===== src/design/mast_pkg.sv =====
// ----------------------------------------------------------------------------
// mast_pkg: shared types and constants for the address statistics table
// Holds the entry record layout, the request codes and the default sizes.
// ----------------------------------------------------------------------------
package mast_pkg;

    localparam int DEF_TABLE_DEPTH = 64;
    localparam int DEF_LANE_BITS   = 2;

    localparam logic [11:0] CHECKSUM_BYTES = 12'd4;

    // request function codes
    localparam logic [1:0] FUNC_COUNT = 2'd0;
    localparam logic [1:0] FUNC_READ  = 2'd1;
    localparam logic [1:0] FUNC_CLEAR = 2'd2;

    // frame type codes
    localparam logic [1:0] PTYPE_MGMT = 2'd0;
    localparam logic [1:0] PTYPE_DATA = 2'd2;

    typedef struct packed {
        logic [47:0] mac;
        logic [31:0] mgmt_tx;
        logic [31:0] mgmt_rx;
        logic [31:0] data_tx;
        logic [31:0] data_rx;
        logic [63:0] tx_bytes;
        logic [63:0] rx_bytes;
    } entry_t;

    localparam int ENTRY_W = $bits(entry_t);

endpackage


===== src/design/mast_ram.sv =====
// ----------------------------------------------------------------------------
// mast_ram: generic single-write, single-read RAM
// One write port and one read port with registered read data.
// ----------------------------------------------------------------------------
module mast_ram #(
    parameter int WIDTH = 8,
    parameter int DEPTH = 16,
    parameter int AW    = (DEPTH > 1) ? $clog2(DEPTH) : 1
) (
    input  logic             clk,
    input  logic             we,
    input  logic [AW-1:0]    waddr,
    input  logic [WIDTH-1:0] wdata,
    input  logic [AW-1:0]    raddr,
    output logic [WIDTH-1:0] rdata
);

    logic [WIDTH-1:0] mem [DEPTH];

    always_ff @(posedge clk)
    begin
        if (we)
        begin
            mem[waddr] <= wdata;
        end
        rdata <= mem[raddr];
    end

endmodule


===== src/design/mast_lane.sv =====
// ----------------------------------------------------------------------------
// mast_lane: one bank of the table with its address comparator
// Holds every NUM_LANES-th entry and flags a match against the search key.
// ----------------------------------------------------------------------------
module mast_lane #(
    parameter int BANK_DEPTH = 16,
    parameter int RW         = (BANK_DEPTH > 1) ? $clog2(BANK_DEPTH) : 1
) (
    input  logic            clk,
    input  logic            rst_n,
    input  logic [RW-1:0]   rd_row,
    input  logic            rd_live,
    input  logic            wr_en,
    input  logic [RW-1:0]   wr_row,
    input  mast_pkg::entry_t wr_rec,
    input  logic [47:0]     key,
    output logic            hit,
    output mast_pkg::entry_t rd_rec
);

    logic live_reg;
    logic [mast_pkg::ENTRY_W-1:0] rdata;

    mast_ram #(
        .WIDTH (mast_pkg::ENTRY_W),
        .DEPTH (BANK_DEPTH),
        .AW    (RW)
    ) u_ram (
        .clk   (clk),
        .we    (wr_en),
        .waddr (wr_row),
        .wdata (wr_rec),
        .raddr (rd_row),
        .rdata (rdata)
    );

    // track whether the row being read back is inside the filled region
    always_ff @(posedge clk or negedge rst_n)
    begin
        if (!rst_n)
        begin
            live_reg <= 1'b0;
        end
        else
        begin
            live_reg <= rd_live;
        end
    end

    assign rd_rec = mast_pkg::entry_t'(rdata);
    assign hit    = live_reg && (rd_rec.mac == key);

endmodule


===== config.mk =====
export PLATFORM = sky130hd
export DESIGN_NAME = mast_lane
export DESIGN_NICKNAME = d
export VERILOG_FILES = /design/src/design/mast_pkg.sv /design/src/design/mast_ram.sv /design/src/design/mast_lane.sv
export SDC_FILE = /design/constraint.sdc
export NUM_CORES = 2
export LEC_CHECK = 0
export ABC_AREA = 0
export ABC_CLOCK_PERIOD_IN_PS = 1700
export BUFFER_PORTS_ARGS = -buffer_cell sky130_fd_sc_hd__clkbuf_2
export CAP_MARGIN = 20
export CELL_PAD_IN_SITES_DETAIL_PLACEMENT = 0
export CELL_PAD_IN_SITES_GLOBAL_PLACEMENT = 1
export CORE_ASPECT_RATIO = 1.4
export CORE_MARGIN = 2
export CORE_UTILIZATION = 55
export DETAILED_ROUTE_END_ITERATION = 12
export GPL_ROUTABILITY_DRIVEN = 0
export HOLD_SLACK_MARGIN = 0.15
export PLACE_DENSITY_LB_ADDON = 0.1
export SYNTH_ARGS = -nofsm -noshare
export SYNTH_HDL_FRONTEND = slang
export SYNTH_MEMORY_MAX_BITS = 65536
export SYNTH_SLANG_ARGS = --single-unit

===== constraint.sdc =====
create_clock -name clk -period 1.7 [get_ports clk]
set_input_delay 0.255 -clock clk [delete_from_list [all_inputs] [get_ports clk]]
set_output_delay 0.255 -clock clk [all_outputs]
set_load 0.02 [all_outputs]

# --- Word level (Yosys, flattened, before mapping) ---
# Memories as Yosys holds them, arrays and structs flattened. A register that Yosys moved wholly into a read port is not among the register bits.
# Index checks and enable logic that the tools add are counted.
op_classes:
  n_eq_ne: 1
  muxes: 2
  reduce_logical: 1
op_table:
  columns: ["op", "n"]
  rows:
  - ["48-bit equality test", 1]
  - ["1-bit two-way mux", 2]
  - ["1-bit logical AND", 1]
word_totals:
  register_bits: 1
  ram_bits: 4864
  input_bits: 364
  wordCells: 6
  n_memories: 1
memory_table:
  columns: ["name", "words", "word_bits", "read_ports", "rd_clocked_by_memory_dff", "wr", "line_no", "text"]
  rows:
  - ["u_ram.mem", 16, 304, 1, 1, 1, "mast_ram.sv:18", "logic [WIDTH-1:0] mem [DEPTH];"]

# --- Logic depth before layout (Yosys ltp) ---
depth:
  word_depth: 2
  depth_mapped: 7
  mapped_depth_nobuf: 4

# --- Hierarchy ---
# Synthesis repeated with hierarchy kept, for this count alone.
unflattened:
  hier_cells: 7979
  hier_area_um2: 189001.3
modules_own_cells:
  columns: ["module", "n_inst", "cells_each", "area_each_um2", "seq_area_each_um2"]
  rows:
  - ["mast_ram", 1, 7906, 188419.5, 152145.9]
  - ["mast_lane", 1, 73, 581.8, 25.0]

# --- Worst setup path after synthesis ---
# No wires, ideal clock.
synth_timing:
  path_kind: "input -> register"
  startpoint: "input port wr_row[2]"
  endpoint: "memory u_ram.mem[0][0] in the netlist's numbering, enable pin"
  arrival_time_ps: 21206
  setup_slack_ps: -20852
  stages: 2
  path_cell_list: "or3b_2 > nor3_1"
synth_rtl:
  columns: ["element", "line_no", "text"]
  rows:
  - ["start, declared", "mast_lane.sv:14", "input logic [RW-1:0] wr_row,"]
  - ["end, declared", "mast_ram.sv:18", null]
# Straight into the memory's write port.

# --- Final worst setup path ---
layout_timing:
  startpoint: "register u_ram.rdata[302] (read register of u_ram.mem)"
  endpoint: "output port hit"
layout_via:
  elab_chain_cells: 2
layout_lines:
  columns: ["element", "line_no", "text"]
  rows:
  - ["start, declared", "mast_ram.sv:15", "output logic [WIDTH-1:0] rdata"]
  - ["48-bit equality test", "mast_lane.sv:51", "assign hit = live_reg && (rd_rec.mac == key);"]
  - ["1-bit logical AND", "mast_lane.sv:51", null]
  - ["end, declared", "mast_lane.sv:17", "output logic hit,"]
# Every way passes these cells.

==> summary.txt <==
Die
  – IO Pins: 669
  – Core ar.: ~0.34 mm²
  – Die height: around 700 µm
  – FP Rows: about 250
  – Die X: 499.1 µm
  – Starting Density: about 55%
  – Die Footprint: 0.3479 mm²

Synthesis
  – Post-Syn Area: 0.1887 mm²
  – Synth Warn #: 0
  – Area contributors post-synth: edfxtp_1 (77%), mux4_2 (15%), dfxtp_1 (3.2%)
  – Synth area leader: edfxtp_1
  – Async SR Flop Fraction: 0.01935%
  – FF+latch count, synth: between 5k and 6k
  – Number of synthesized flops with an enable pin: around 5k
  – Netlist cell types: 33
  – Avg Cell Area, Syn: ~24 µm²
  – Post-synth top flop: edfxtp_1
  – Seq/Total Area, Yosys: about four fifths
  – Syn Inst Count: 7868
  – Post-synthesis net count: 8232
  – Yosys top cell area share: between 70% and 80%

Clocking
  – CTS Sinks: between 5k and 6k
  – H-tree levels: 5
  – TritonCTS clock tree: built
  – CTS Buffer Depth: 4
  – Clock Pin Slew Worst Setup and Hold Paths: 0.06 ns
  – Root buf cell: clkbuf_16
  – Clock latency at the later pin of the worst-skew pair: between 0.9 and 1 ns
  – Total CTS buffers: between 400 and 500

Cells and area
  – Post-Layout Cell Count: around 15k
  – Commonest non-fill, non-tap cell in the layout: edfxtp_1
  – Synth-to-Final Area Change: 23.20%
  – Most frequent cells in the layout: edfxtp_1 (4864), mux4_2 (1216), buf_4 (623)
  – Max reg flops: ~4.9k
  – Fin nets: between 10k and 15k
  – Final Util: between 60% and 70%
  – Layout cells sized above 1: between 30% and 40%

Route
  – Final wirelength: around 470000 µm
  – DRC viols: 0
  – DRT iter0 DRCs: ~10k
  – ANT nets after route: 0
  – Wire per inst: around 32 µm
  – Via count: about 92k
  – Via-per-instance ratio: 6.149
  – DR pass1 iterations: 5

Worst setup path
  – CP required: ~1.4 ns
  – CP arrival: 3.43 ns
  – Reg2Reg Setup Slack: 0.06 ns
  – Worst-path maximum fanout: 2
  – Kind of critical path: flop to output pin
  – Worst setup EP type: output pin
  – Buffer and inverter count on the worst path: 2
  – CP max stage delay: approximately 0.72 ns
  – Kind of cell adding the most delay to the critical path: simple AND/OR/NAND/NOR gates
  – Crit path max-delay cell type: nand4_1
  – Top cell by count, worst path: buf_4
  – CP cell instances: xnor2_2 > nand4_1 > buf_4 > or4_4 > nor4_4 > buf_4
  – Critical path launch point type: flop

Outcome
  – Outcome: finished, violations left
  – Failing checks: negative setup slack

STA
  – Clock skew: 0.03409 ns
  – Fin crit period: between 3 and 4 ns
  – Final WS setup: -1.981 ns
  – RSZ-0062 raised after global routing: yes
  – Measured slew at the worst slew-check pin: 1.111 ns
  – Number of setup violations in the final report: 86
  – Final period util: 216.5%
  – Rel. slew slack: 25.65%
  – FMAX: between 0.2 and 0.3 GHz
  – Final Hold Viols: 0
  – Hold WS: between 0.15 and 0.2 ns
  – Final Max Slew Viols: 0

Pwr
  – Total power: approximately 270 mW
  – P_leak: between 70 and 80 nW
  – Max VDD drop: roughly 1100 µV
  – Power Dens Cells: about 1200 mW/mm²

Flow run
  – Max cap viols: 0

GRT
  – Largest net degree at the start of global routing: 44
  – Gr usage total: 27.06%
  – Initial antenna violation count: 94
  – Vias in the first global route: approximately 96k
  – Grt total ovfl: 0
  – First-pass GRT wire length: 679000 µm

Place
  – Placed Cells: 13.70k
  – Port Buffer Count: about 670
  – Post-DP HPWL: just over 300000 µm

Min path
  – Hold WC Path Type: input pin to flop
==> cells by family after synthesis <==
group                  count (synthesis)  synth area share (%)
flip-flops                          5169                 80.64
multiplexers                        1277                 14.84
AO/OA/AOI/OAI                        613                 2.361
buffers and inverters                416                 1.152
AND/OR/NAND/NOR                      351                0.8215
XOR/XNOR                              42                0.1949
==> per-layer routing <==
metal / GRT usage [%] / vias to the layer above / routed length [µm]
met1: 37.79 / 49727 / 188900
li1: - / 38089 / -
met2: 45.00 / 3349 / 238300
met3: 5.037 / 653 / 33020
met5: 0 / - / 413
met4: 6.100 / 62 / 10560
==> per-stage QoR <==
| stage | setup TNS, ns | worst slack [ns] | instance area [µm²] |
|---|---|---|---|
| finish | -6.095 | -1.981 | 232500 |
| global route | -15.17 | -2.100 | 232400 |
| CTS | -108.88 | -2.103 | 232000 |
| detailed placement | -902.70 | -1.481 | 209500 |
| global placement | -791.32 | -1.465 | 209500 |
| floorplan | - | -6.714 | 188900 |
==> layout make-up <==
type	count	area [µm²]
antenna	47	117.6
clock buffer	660	13330
clock inverter	221	2577
fill	21145	109100
inverter	4	15.01
multi-input combinational	2283	34610
sequential	5169	152800
tap	4480	5605
timing repair buffer	2079	23440
==> worst paths after layout <==
check                      cells past startpoint                        to                         from
hold / removal                                 5   u_ram.rdata[65]$_DFF_P_                    rd_row[0]
hold reg to reg                                3   u_ram.rdata[25]$_DFF_P_   u_ram.mem[8][25]$_DFFE_PP_
max in group asynchronous                      4        live_reg$_DFF_PN0_                        rst_n
setup / recovery                               6                       hit     u_ram.rdata[302]$_DFF_P_
setup reg to reg                               3  u_ram.rdata[273]$_DFF_P_  u_ram.mem[6][273]$_DFFE_PP_
min in group asynchronous                      4        live_reg$_DFF_PN0_                        rst_n
==> where the power goes <==
group | switching, mW | total (mW) | internal, mW
Clock | 45.7 | 108 | 62.6
Combinational | 9.52 | 18.4 | 8.89
Sequential | 1.57 | 144 | 143
Total | 56.7 | 271 | 214
==> synthesized netlist by cell type, drive strengths merged (2+ instances only) <==
library cell and number:
mux2i 61, nor2 13, inv 4, nor4 9
edfxtp 4864, nand4 3, nor3 5, buf 228
xor2 36, a211oi 61, mux4 1216, a21oi 61
nand3 2, xnor2 6, nor2b 64, a22oi 486
nand2b 6, dfxtp 304, nand3b 2, clkbuf 184
nand2 244
==> worst reg2reg max path: stages, from the launching register on <==
cell,delay [ns]
edfxtp_1,0.37
mux4_2,0.50
a22oi_1,0.27
nand2_1,0.27
==> what timing repair did <==
item | CTS | global route
endpoints found under the setup margin | 306 | 531
hold buffers | 322 | 0
gates cloned | 0 | 0
pin swaps | 2 | 0
hold endpoints to repair | 5151 | 0
setup buffers | 6 | 13
resized for setup | 1029 | 301
Power figures use the tool's default switching activity.
